$ cat config.mk
export PLATFORM = sky130hd
export DESIGN_NAME = flv_avc_tag_to_annexb
export DESIGN_NICKNAME = d
export VERILOG_FILES = /design/src/sv/avc2ab_pkg.sv /design/src/sv/avc2ab_parse.sv /design/src/sv/avc2ab_emit.sv /design/src/sv/flv_avc_tag_to_annexb.sv
export VERILOG_INCLUDE_DIRS = /design/src /design/src/sv
export SDC_FILE = /design/constraint.sdc
export NUM_CORES = 1
export LEC_CHECK = 0
export ABC_CLOCK_PERIOD_IN_PS = 7600
export BUFFER_PORTS_ARGS = -buffer_cell sky130_fd_sc_hd__buf_2
export CORE_ASPECT_RATIO = 1.75
export CORE_MARGIN = 3
export CORE_UTILIZATION = 30
export CTS_CLUSTER_SIZE = 16
export DETAILED_ROUTE_END_ITERATION = 12
export SLEW_MARGIN = 20
export SYNTH_ARGS = -nofsm -noshare
export SYNTH_HDL_FRONTEND = slang
export SYNTH_HIERARCHICAL = 1
export SYNTH_SLANG_ARGS = --single-unit
$ cat constraint.sdc
create_clock -name clk -period 7.6 [get_ports clk]
set_input_delay 0.76 -clock clk [delete_from_list [all_inputs] [get_ports clk]]
set_output_delay 0.76 -clock clk [all_outputs]
set_load 0.005 [all_outputs]
$ cat src/sv/assert_macros.svh
// ----------------------------------------------------------------------------
// Assertion macros
// Shared concurrent assertion forms, disabled while the active-low reset is asserted.
// ----------------------------------------------------------------------------
`ifndef ASSERT_MACROS_SVH
`define ASSERT_MACROS_SVH

// Consequent must hold in the same cycle as the antecedent.
`define ASSERT_SAME(label, clk, rst_n, ante, cons, msg) \
  label: assert property (@(posedge clk) disable iff (!rst_n) (ante) |-> (cons)) \
    else $error(msg);

// Consequent must hold in the cycle after the antecedent.
`define ASSERT_NEXT(label, clk, rst_n, ante, cons, msg) \
  label: assert property (@(posedge clk) disable iff (!rst_n) (ante) |=> (cons)) \
    else $error(msg);

`endif

$ cat src/sv/avc2ab_pkg.sv
// ----------------------------------------------------------------------------
// avc2ab_pkg
// Types and constants shared by the AVC tag to Annex-B converter.
// ----------------------------------------------------------------------------
`timescale 1ns / 1ps

package avc2ab_pkg;

  localparam int TAG_SIZE_BITS = 24;
  localparam int LEN_W         = 32;

  localparam logic [3:0] AVC_CODEC_ID   = 4'h7;
  localparam logic [7:0] PKT_SEQ_HDR    = 8'h00;
  localparam logic [7:0] PKT_NALU       = 8'h01;
  localparam logic [4:0] NAL_TYPE_SPS   = 5'd7;
  localparam logic [4:0] NAL_TYPE_OTHER = 5'd5;

  localparam logic [TAG_SIZE_BITS-1:0] NALU_HDR_LAST = TAG_SIZE_BITS'(4);
  localparam logic [TAG_SIZE_BITS-1:0] CFG_LEN_POS   = TAG_SIZE_BITS'(9);
  localparam logic [TAG_SIZE_BITS-1:0] CFG_SPS_POS   = TAG_SIZE_BITS'(10);

  typedef enum logic [1:0] {
    STATUS_OK     = 2'd0,
    STATUS_TRUNC  = 2'd1,
    STATUS_NOTAVC = 2'd2
  } status_t;

  // Results caused by one input byte: an optional start code, an optional
  // stream byte and an optional end-of-tag summary, emitted in that order.
  typedef struct packed {
    logic       sc;
    logic       dat;
    logic [7:0] data_byte;
    logic       sum;
    logic [4:0] nal_type;
    logic [7:0] profile;
    logic [7:0] level;
    status_t    status;
  } res_desc_t;

endpackage

$ cat src/sv/avc2ab_parse.sv
// ----------------------------------------------------------------------------
// avc2ab_parse
// Tag body parser: holds the conversion state and works out the results of
// each accepted byte in a single pass.
// ----------------------------------------------------------------------------
`timescale 1ns / 1ps

module avc2ab_parse (
  input  logic                   clk,
  input  logic                   rst_n,
  input  logic                   accept,
  input  logic [7:0]             data_byte,
  input  logic                   is_video_tag,
  input  logic                   end_of_tag,
  output avc2ab_pkg::res_desc_t  desc
);

  typedef enum logic [11:0] {
    PH_HEAD     = 12'b0000_0000_0001,
    PH_SKIP     = 12'b0000_0000_0010,
    PH_PTYPE    = 12'b0000_0000_0100,
    PH_NHDR     = 12'b0000_0000_1000,
    PH_NPREFIX  = 12'b0000_0001_0000,
    PH_NPAY     = 12'b0000_0010_0000,
    PH_CHDR     = 12'b0000_0100_0000,
    PH_CSPSLEN  = 12'b0000_1000_0000,
    PH_CSPS     = 12'b0001_0000_0000,
    PH_CNUMPPS  = 12'b0010_0000_0000,
    PH_CPPSLEN  = 12'b0100_0000_0000,
    PH_CPPS     = 12'b1000_0000_0000
  } phase_t;

  localparam logic [avc2ab_pkg::TAG_SIZE_BITS-1:0] POS_MAX = '1;

  phase_t                                 phase_r, phase_nxt;
  logic [avc2ab_pkg::TAG_SIZE_BITS-1:0]   pos_r, pos_nxt;
  logic                                   accept_tag_r, accept_tag_nxt;
  logic [7:0]                             ptype_r, ptype_nxt;
  logic [avc2ab_pkg::LEN_W-1:0]           acc_r, acc_nxt;
  logic [2:0]                             prefix_r, prefix_nxt;
  logic [avc2ab_pkg::LEN_W-1:0]           pay_r, pay_nxt;
  logic [2:0]                             lfs_r, lfs_nxt;
  logic [7:0]                             profile_r, profile_nxt;
  logic [7:0]                             level_r, level_nxt;
  logic [4:0]                             last_nal_r, last_nal_nxt;
  logic                                   trunc_r, trunc_nxt;

  logic [avc2ab_pkg::LEN_W-1:0]           acc_shift;
  logic [avc2ab_pkg::LEN_W-1:0]           acc16;
  logic [avc2ab_pkg::LEN_W-1:0]           pay_dec;
  logic [avc2ab_pkg::LEN_W-1:0]           sps_idx;
  logic [2:0]                             prefix_dec;
  logic                                   ends_inside;

  assign acc_shift  = {acc_r[avc2ab_pkg::LEN_W-9:0], data_byte};
  assign acc16      = {16'h0000, acc_r[7:0], data_byte};
  assign pay_dec    = pay_r - avc2ab_pkg::LEN_W'(1);
  assign sps_idx    = acc_r - pay_r;
  assign prefix_dec = (prefix_r != 3'd0) ? (prefix_r - 3'd1) : 3'd0;

  always_comb begin
    phase_nxt      = phase_r;
    pos_nxt        = pos_r;
    accept_tag_nxt = accept_tag_r;
    ptype_nxt      = ptype_r;
    acc_nxt        = acc_r;
    prefix_nxt     = prefix_r;
    pay_nxt        = pay_r;
    lfs_nxt        = lfs_r;
    profile_nxt    = profile_r;
    level_nxt      = level_r;
    last_nal_nxt   = last_nal_r;
    trunc_nxt      = trunc_r;
    ends_inside    = 1'b0;
    desc           = '0;
    desc.data_byte = data_byte;

    unique case (phase_r)
      PH_HEAD: begin
        accept_tag_nxt = is_video_tag && (data_byte[3:0] == avc2ab_pkg::AVC_CODEC_ID);
        ptype_nxt      = 8'h00;
        last_nal_nxt   = 5'd0;
        trunc_nxt      = 1'b0;
        phase_nxt      = accept_tag_nxt ? PH_PTYPE : PH_SKIP;
      end
      PH_PTYPE: begin
        ptype_nxt = data_byte;
        if (data_byte == avc2ab_pkg::PKT_NALU) begin
          phase_nxt = PH_NHDR;
        end else if (data_byte == avc2ab_pkg::PKT_SEQ_HDR) begin
          phase_nxt = PH_CHDR;
        end else begin
          phase_nxt = PH_SKIP;
        end
      end
      PH_NHDR: begin
        if (pos_r >= avc2ab_pkg::NALU_HDR_LAST) begin
          acc_nxt    = '0;
          prefix_nxt = lfs_r;
          phase_nxt  = PH_NPREFIX;
        end
      end
      PH_NPREFIX: begin
        acc_nxt    = acc_shift;
        prefix_nxt = prefix_dec;
        if (prefix_dec == 3'd0) begin
          desc.sc = 1'b1;
          pay_nxt = acc_shift;
          if (acc_shift == '0) begin
            acc_nxt    = '0;
            prefix_nxt = lfs_r;
          end else begin
            phase_nxt = PH_NPAY;
          end
        end
      end
      PH_NPAY: begin
        if (pay_r == acc_r) begin
          last_nal_nxt = data_byte[4:0];
        end
        desc.dat = 1'b1;
        pay_nxt  = pay_dec;
        if (pay_dec == '0) begin
          acc_nxt    = '0;
          prefix_nxt = lfs_r;
          phase_nxt  = PH_NPREFIX;
        end
      end
      PH_CHDR: begin
        if (pos_r == avc2ab_pkg::CFG_LEN_POS) begin
          lfs_nxt = {1'b0, data_byte[1:0]} + 3'd1;
        end
        if (pos_r >= avc2ab_pkg::CFG_SPS_POS) begin
          acc_nxt    = '0;
          prefix_nxt = 3'd2;
          phase_nxt  = PH_CSPSLEN;
        end
      end
      PH_CSPSLEN, PH_CPPSLEN: begin
        acc_nxt    = acc16;
        prefix_nxt = prefix_dec;
        if (prefix_dec == 3'd0) begin
          desc.sc = 1'b1;
          pay_nxt = acc16;
          if (phase_r == PH_CSPSLEN) begin
            phase_nxt = (acc16 != '0) ? PH_CSPS : PH_CNUMPPS;
          end else begin
            phase_nxt = (acc16 != '0) ? PH_CPPS : PH_SKIP;
          end
        end
      end
      PH_CSPS: begin
        if (sps_idx == avc2ab_pkg::LEN_W'(0)) begin
          last_nal_nxt = data_byte[4:0];
        end
        if (sps_idx == avc2ab_pkg::LEN_W'(1) && last_nal_r == avc2ab_pkg::NAL_TYPE_SPS) begin
          profile_nxt = data_byte;
        end
        if (sps_idx == avc2ab_pkg::LEN_W'(3) && last_nal_r == avc2ab_pkg::NAL_TYPE_SPS) begin
          level_nxt = data_byte;
        end
        desc.dat = 1'b1;
        pay_nxt  = pay_dec;
        if (pay_dec == '0) begin
          phase_nxt = PH_CNUMPPS;
        end
      end
      PH_CNUMPPS: begin
        acc_nxt    = '0;
        prefix_nxt = 3'd2;
        phase_nxt  = PH_CPPSLEN;
      end
      PH_CPPS: begin
        if (pay_r == acc_r) begin
          last_nal_nxt = data_byte[4:0];
        end
        desc.dat = 1'b1;
        pay_nxt  = pay_dec;
        if (pay_dec == '0) begin
          phase_nxt = PH_SKIP;
        end
      end
      PH_SKIP: begin
        phase_nxt = PH_SKIP;
      end
      default: begin
        phase_nxt = PH_SKIP;
      end
    endcase

    if (pos_r != POS_MAX) begin
      pos_nxt = pos_r + avc2ab_pkg::TAG_SIZE_BITS'(1);
    end

    if (end_of_tag) begin
      ends_inside = (phase_nxt == PH_PTYPE)   || (phase_nxt == PH_NPAY)    ||
                    (phase_nxt == PH_CHDR)    || (phase_nxt == PH_CSPSLEN) ||
                    (phase_nxt == PH_CSPS)    || (phase_nxt == PH_CNUMPPS) ||
                    (phase_nxt == PH_CPPSLEN) || (phase_nxt == PH_CPPS)    ||
                    ((phase_nxt == PH_NPREFIX) && (prefix_nxt != lfs_nxt));
      if (ends_inside) begin
        trunc_nxt = 1'b1;
      end
      desc.sum     = 1'b1;
      desc.profile = profile_nxt;
      desc.level   = level_nxt;
      if (!accept_tag_nxt) begin
        desc.status = avc2ab_pkg::STATUS_NOTAVC;
      end else if (trunc_nxt) begin
        desc.status = avc2ab_pkg::STATUS_TRUNC;
      end else begin
        desc.status = avc2ab_pkg::STATUS_OK;
      end
      if (accept_tag_nxt && ptype_nxt != avc2ab_pkg::PKT_SEQ_HDR &&
          ptype_nxt != avc2ab_pkg::PKT_NALU) begin
        desc.nal_type = avc2ab_pkg::NAL_TYPE_OTHER;
      end else begin
        desc.nal_type = last_nal_nxt;
      end
      phase_nxt = PH_HEAD;
      pos_nxt   = '0;
    end
  end

  always_ff @(posedge clk) begin
    if (!rst_n) begin
      phase_r      <= PH_HEAD;
      pos_r        <= '0;
      accept_tag_r <= 1'b0;
      ptype_r      <= 8'h00;
      acc_r        <= '0;
      prefix_r     <= 3'd0;
      pay_r        <= '0;
      lfs_r        <= 3'd4;
      profile_r    <= 8'h00;
      level_r      <= 8'h00;
      last_nal_r   <= 5'd0;
      trunc_r      <= 1'b0;
    end else if (accept) begin
      phase_r      <= phase_nxt;
      pos_r        <= pos_nxt;
      accept_tag_r <= accept_tag_nxt;
      ptype_r      <= ptype_nxt;
      acc_r        <= acc_nxt;
      prefix_r     <= prefix_nxt;
      pay_r        <= pay_nxt;
      lfs_r        <= lfs_nxt;
      profile_r    <= profile_nxt;
      level_r      <= level_nxt;
      last_nal_r   <= last_nal_nxt;
      trunc_r      <= trunc_nxt;
    end
  end

endmodule

$ cat src/sv/avc2ab_emit.sv
// ----------------------------------------------------------------------------
// avc2ab_emit
// Result register: holds the results of one byte and hands them out one per
// cycle while out_ready is high: start code, then stream byte, then summary.
// ----------------------------------------------------------------------------
`timescale 1ns / 1ps

module avc2ab_emit (
  input  logic                  clk,
  input  logic                  rst_n,
  input  logic                  load,
  input  avc2ab_pkg::res_desc_t desc,
  output logic                  can_load,
  output logic                  out_valid,
  input  logic                  out_ready,
  output logic                  out_kind,
  output logic [7:0]            out_byte,
  output logic [4:0]            out_nal_type,
  output logic [7:0]            out_profile,
  output logic [7:0]            out_level,
  output logic [1:0]            out_status
);

  logic [2:0]          sc_cnt_r, sc_cnt_nxt;
  logic                dat_r, dat_nxt;
  logic                sum_r, sum_nxt;
  logic [7:0]          byte_r;
  logic [4:0]          nal_r;
  logic [7:0]          profile_r;
  logic [7:0]          level_r;
  avc2ab_pkg::status_t status_r;
  logic                single;
  logic                take;
  logic                in_sc;

  assign in_sc     = (sc_cnt_r != 3'd0);
  assign out_valid = in_sc || dat_r || sum_r;
  assign single    = ((sc_cnt_r == 3'd1) && !dat_r && !sum_r) ||
                     (!in_sc && (dat_r ^ sum_r));
  assign take      = out_valid && out_ready;
  assign can_load  = !out_valid || (single && out_ready);

  always_comb begin
    out_kind     = 1'b0;
    out_byte     = 8'h00;
    out_nal_type = 5'd0;
    out_profile  = 8'h00;
    out_level    = 8'h00;
    out_status   = avc2ab_pkg::STATUS_OK;
    if (in_sc) begin
      out_byte = (sc_cnt_r == 3'd1) ? 8'h01 : 8'h00;
    end else if (dat_r) begin
      out_byte = byte_r;
    end else if (sum_r) begin
      out_kind     = 1'b1;
      out_nal_type = nal_r;
      out_profile  = profile_r;
      out_level    = level_r;
      out_status   = status_r;
    end
  end

  always_comb begin
    sc_cnt_nxt = sc_cnt_r;
    dat_nxt    = dat_r;
    sum_nxt    = sum_r;
    if (load) begin
      sc_cnt_nxt = desc.sc ? 3'd4 : 3'd0;
      dat_nxt    = desc.dat;
      sum_nxt    = desc.sum;
    end else if (take) begin
      if (in_sc) begin
        sc_cnt_nxt = sc_cnt_r - 3'd1;
      end else if (dat_r) begin
        dat_nxt = 1'b0;
      end else begin
        sum_nxt = 1'b0;
      end
    end
  end

  always_ff @(posedge clk) begin
    if (!rst_n) begin
      sc_cnt_r <= 3'd0;
      dat_r    <= 1'b0;
      sum_r    <= 1'b0;
    end else begin
      sc_cnt_r <= sc_cnt_nxt;
      dat_r    <= dat_nxt;
      sum_r    <= sum_nxt;
    end
  end

  always_ff @(posedge clk) begin
    if (load) begin
      byte_r    <= desc.data_byte;
      nal_r     <= desc.nal_type;
      profile_r <= desc.profile;
      level_r   <= desc.level;
      status_r  <= desc.status;
    end
  end

endmodule

$ cat src/sv/flv_avc_tag_to_annexb.sv
// ----------------------------------------------------------------------------
// flv_avc_tag_to_annexb
// Converts the body bytes of AVC video tags into an Annex-B byte stream and
// closes every tag with a summary transaction.
// ----------------------------------------------------------------------------
// Channel  Dir  tdata                                          tuser         tlast
// in_      in   data_byte[7:0]                                 is_video_tag  end_of_tag
// out_     out  out_byte, nal_type, profile, level, status     kind          last
//
// A byte yields up to five output transactions: a length prefix end gives a
// four-byte start code, a payload byte gives one byte, and the final byte of a
// tag adds a summary. The single output port moves one transaction per cycle
// while out_tready is high; payload bytes also stream at one per cycle.
// Reset is synchronous and active low. Input is taken while the result
// register is empty or is handing out its last pending transaction.
// ----------------------------------------------------------------------------
`timescale 1ns / 1ps
`include "assert_macros.svh"

module flv_avc_tag_to_annexb (
  input  logic        clk,
  input  logic        rst_n,
  input  logic        in_tvalid,
  output logic        in_tready,
  input  logic [7:0]  in_tdata,   // [7:0] data_byte
  input  logic        in_tuser,   // [0] is_video_tag
  input  logic        in_tlast,
  output logic        out_tvalid,
  input  logic        out_tready,
  output logic [31:0] out_tdata,  // [7:0] out_byte, [12:8] nal_type, [20:13] profile,
                                  // [28:21] level, [30:29] status, [31] zero
  output logic        out_tuser,  // [0] kind
  output logic        out_tlast
);

  avc2ab_pkg::res_desc_t desc;
  logic                  accept;
  logic                  can_load;
  logic [7:0]            o_byte;
  logic [4:0]            o_nal;
  logic [7:0]            o_profile;
  logic [7:0]            o_level;
  logic [1:0]            o_status;
  logic                  o_kind;

  assign in_tready = can_load;
  assign accept    = in_tvalid && can_load;

  avc2ab_parse u_parse (
    .clk          (clk),
    .rst_n        (rst_n),
    .accept       (accept),
    .data_byte    (in_tdata),
    .is_video_tag (in_tuser),
    .end_of_tag   (in_tlast),
    .desc         (desc)
  );

  avc2ab_emit u_emit (
    .clk          (clk),
    .rst_n        (rst_n),
    .load         (accept),
    .desc         (desc),
    .can_load     (can_load),
    .out_valid    (out_tvalid),
    .out_ready    (out_tready),
    .out_kind     (o_kind),
    .out_byte     (o_byte),
    .out_nal_type (o_nal),
    .out_profile  (o_profile),
    .out_level    (o_level),
    .out_status   (o_status)
  );

  assign out_tdata = {1'b0, o_status, o_level, o_profile, o_nal, o_byte};
  assign out_tuser = o_kind;
  assign out_tlast = o_kind;

  `ASSERT_SAME(a_empty_takes_input, clk, rst_n, !out_tvalid, in_tready,
               "Empty result register must accept input.")
  `ASSERT_NEXT(a_tag_end_gives_result, clk, rst_n, in_tvalid && in_tready && in_tlast,
               out_tvalid, "Final tag byte must produce a pending result.")
  `ASSERT_SAME(a_stream_byte_clean, clk, rst_n, out_tvalid && !out_tuser,
               out_tdata[31:8] == 24'h000000, "Stream byte carries summary fields.")
  `ASSERT_SAME(a_summary_byte_zero, clk, rst_n, out_tvalid && out_tuser,
               out_tdata[7:0] == 8'h00 && out_tdata[30:29] != 2'd3,
               "Summary carries a stream byte or a bad status.")

endmodule
==> impl_metrics.py <==
metrics = {
    "run_status": {
        "status": "finished clean",
    },
    "synthesis": {
        "synth_top_family_by_area": "simple AND/OR/NAND/NOR gates",
        "synth_compound_area_frac": 0.221,
        "synthAdderAreaFrac": 0.0476,
        "synth_xor_area_frac": 0.0315,
        "synth_most_common_cell": "nor2_1",
        "synth_nets": 1668,
        "ys_seq_elements": 172,
        "syn_area_per_cell_sq_um": 7.62,
        "synth_area_leaders": "dfxtp_1, edfxtp_1, o21ai_0",
        "yosys.area_share.simple": 0.295,
        "syn_area_sq_um": 12200,
        "yosys-mux-area-fraction": 0.0365,
        "yosysUniqueCellTypes": 94,
        "syn_inst": 1608,
        "ys_async_sr_fraction": 0,
        "yosysTopAreaCell": "dfxtp_1",
        "yosysSeqAreaShare": 0.307,
        "synth_top_area_share": 0.231,
        "synth_warnings": 6,
        "synth_common_cells": "nor2_1, dfxtp_1, o21ai_0",
        "synth_edf_count": 31,
        "ys.flop_type": "dfxtp_1",
    },
    "layout": {
        "antenna-diode-count": 0,
        "nFillCells": 4253,
        "areaGrowthSynthToFinish_pct": 9.13,
        "fin_util": 0.333,
        "drive_above_1_share": 0.0839,
        "layout.nets": 1632,
    },
    "sta": {
        "setup_slack_ns": 2.57,
        "setup_viol": 0,
        "hold_viol": 0,
        "fin_crit_sh": 0.662,
        "fmax_mhz": 199,
        "rsz0062_at_grt": "false",
        "final_max_slew_viol_count": 0,
        "worst_pin_slew_ns": 0.958,
        "timing.final.crit_period_ns": 5.03,
        "slew_headroom": 0.359,
        "skew_ns": 0.0151,
        "setup_tns_ns": 0,
    },
    "detailed_routing": {
        "viasPerCell": 5.85,
        "avgRoutedWirePerCell_um": 21.2,
        "drtPass1Iterations": 5,
        "drcViolationCount": 0,
        "via_count": 12500,
        "routed_wl_um": 45200,
        "ant_nets": 0,
        "drt_iter0_markers": 1233,
    },
    "power": {
        "power_density_nw_per_um2": 160,
        "p_leak_nw": 4.98,
        "irDropWorstVdd_mv": 0.181,
    },
    "floorplan": {
        "die_w_um": 159,
        "core-area_sq_um": 40200,
        "initial_core_util": 0.305,
        "dieArea_sq_um": 43400,
        "io_pins": 50,
        "rows": 97,
        "die_y_um": 273,
    },
    "cts": {
        "cts_hold_buf": 0,
        "cts_tree": "yes",
        "clk_latency_ns": 0.46,
        "cts_root_buf": "clkbuf_16",
        "cts.sinks": 172,
        "clk_pin_slew_worst_paths_ns": 0.08,
        "cts_buffers": 17,
        "clock_path_buffers": 2,
        "cts_resized": 0,
        "h-tree-depth": 4,
        "post_cts_buffers": 0,
    },
    "global_route": {
        "antenna_found_initial": 0,
        "grt_pass1_vias": 12100,
        "grt_pass1_wl_um": 69100,
        "grt_max_degree": 55,
        "track_usage": 0.201,
        "overflow": 0,
    },
    "critical_path": {
        "crit_type": "flop to flop",
        "timing.rr.end": "u_emit/nal_r[1]",
        "cp_max_fo": 15,
        "crit_path_start_kind": "flop",
        "required_ns": 7.82,
        "startpoint": "u_parse/pay_r[11]",
        "critPathCaptureType": "flop",
        "worstSetupEndpoint": "u_emit/nal_r[1]",
        "rrSetupSlack_ns": 2.57,
        "cp_data_arrival_time_ns": 5.25,
        "r2r-start": "u_parse/pay_r[11]",
        "r2r_cells": 12,
    },
    "placement": {
        "dp_hpwl_um": 34200,
        "post-place-ws_ns": 2.72,
        "port_buffers": 48,
        "place_congestion": 1.04,
    },
    "min_path": {
        "min_path_type": "flop to flop",
    },
    "job": {
        "maxCapViolCount": 0,
    },
}
## kinds of logic (layout without fill, tap and decap cells)
group | after synthesis | count (layout)
xor+xnor | 44 | 44
flops | 172 | 172
other cells | 1 | 1
simple gates | 692 | 692
buf+inv | 180 | 157
fa+ha+maj | 46 | 46
compound gates | 429 | 429
mux | 44 | 44
## sequential cells by signal (all words and copies together) (netlist names), 2 cells and up
| register | count |
|---|---|
| u_emit/byte_r | 8 |
| u_emit/level_r | 8 |
| u_emit/nal_r | 5 |
| u_emit/profile_r | 8 |
| u_emit/sc_cnt_r | 3 |
| u_emit/status_r | 2 |
| u_parse/acc_r | 32 |
| u_parse/last_nal_r | 5 |
| u_parse/level_r | 8 |
| u_parse/lfs_r | 3 |
| u_parse/pay_r | 32 |
| u_parse/phase_r | 12 |
| u_parse/pos_r | 24 |
| u_parse/prefix_r | 3 |
| u_parse/profile_r | 8 |
| u_parse/ptype_r | 7 |
## where the power goes
| group | total (W) | switching [W] | leakage (nW) | internal [W] |
|---|---|---|---|---|
| Combinational | 0.000251 | 0.000177 | 3.25 | 0.0000743 |
| Sequential | 0.000999 | 0.0000281 | 1.44 | 0.000971 |
| Clock | 0.000890 | 0.000444 | 0.286 | 0.000446 |
## stage by stage
stage / instance area (sq um) / cells / total power, W / hold WS (ns)
global route: 13400 / 2129 / 0.00222 / 0.509
detailed placement: 12800 / 2097 / 0.00127 / 0.471
floorplan: 12200 / 1608 / 0.00118 / 0.449
global placement: 12800 / 2097 / 0.00126 / 0.464
finish: 13400 / 2129 / 0.00214 / 0.479
CTS: 13400 / 2129 / 0.00215 / 0.482
## cell usage in the layout, fill, tap and decap left out, types with 18 or more instances in the layout
master    synthesis  final
nor2_1          172    170
nor4_1           40     39
ha_1             45     45
a21oi_1         121    121
nand4_1          39     39
nand3_1          81     81
dfxtp_1         141    141
o21ai_0         132    131
xnor2_1          20     20
xor2_1           24     24
edfxtp_1         31     31
nor3_1           57     57
buf_2             6     48
nand2_1         127    127
inv_1            64     64
nor2b_1          25     25
and2_1           34     33
a21o_1           18     18
mux2i_1          39     39
and3_1           27     27
## area by class of cell
cell class / instances / area (sq um) / share of cell area
Multi-Input combinational cell: 1256 / 7760 / 0.581
Clock inverter: 14 / 168 / 0.0125
Inverter: 66 / 248 / 0.0185
Clock buffer: 18 / 430 / 0.0322
Timing Repair Buffer: 59 / 323 / 0.0242
Tap cell: 544 / 681 / 0.0509
Sequential cell: 172 / 3750 / 0.281
## per-layer routing
metal,vias to the layer above,track usage,share of wire
met5,-,0,0
met4,0,0.135,0.069
met3,174,0.0266,0.040
met2,475,0.393,0.54
met1,5999,0.193,0.35
li1,5807,-,-
## worst min path at each step
stage / cells after the start / from / end
floorplan: 2 / u_parse/acc_r[0] / u_parse/acc_r[8]
global placement: 2 / u_parse/acc_r[24] / u_parse/acc_r[24]
detailed placement: 2 / u_parse/acc_r[24] / u_parse/acc_r[24]
CTS: 2 / u_parse/acc_r[24] / u_parse/acc_r[24]
global route: 2 / u_parse/acc_r[0] / u_parse/acc_r[8]
finish: 2 / u_parse/acc_r[24] / u_parse/acc_r[24]
## worst max-delay path, cell delays in order, from the launching register on
cell	delay, ns
dfxtp_1	0.46
inv_1	0.18
ha_1	0.46
a21oi_1	0.51
o21ai_0	0.20
a2111oi_0	0.59
nand4_1	0.19
nor4_1	0.51
nand4b_1	0.20
nor4_2	0.38
and3b_1	0.54
mux2_2	0.39
o21a_1	0.18
Power figures use the tool's default switching activity.
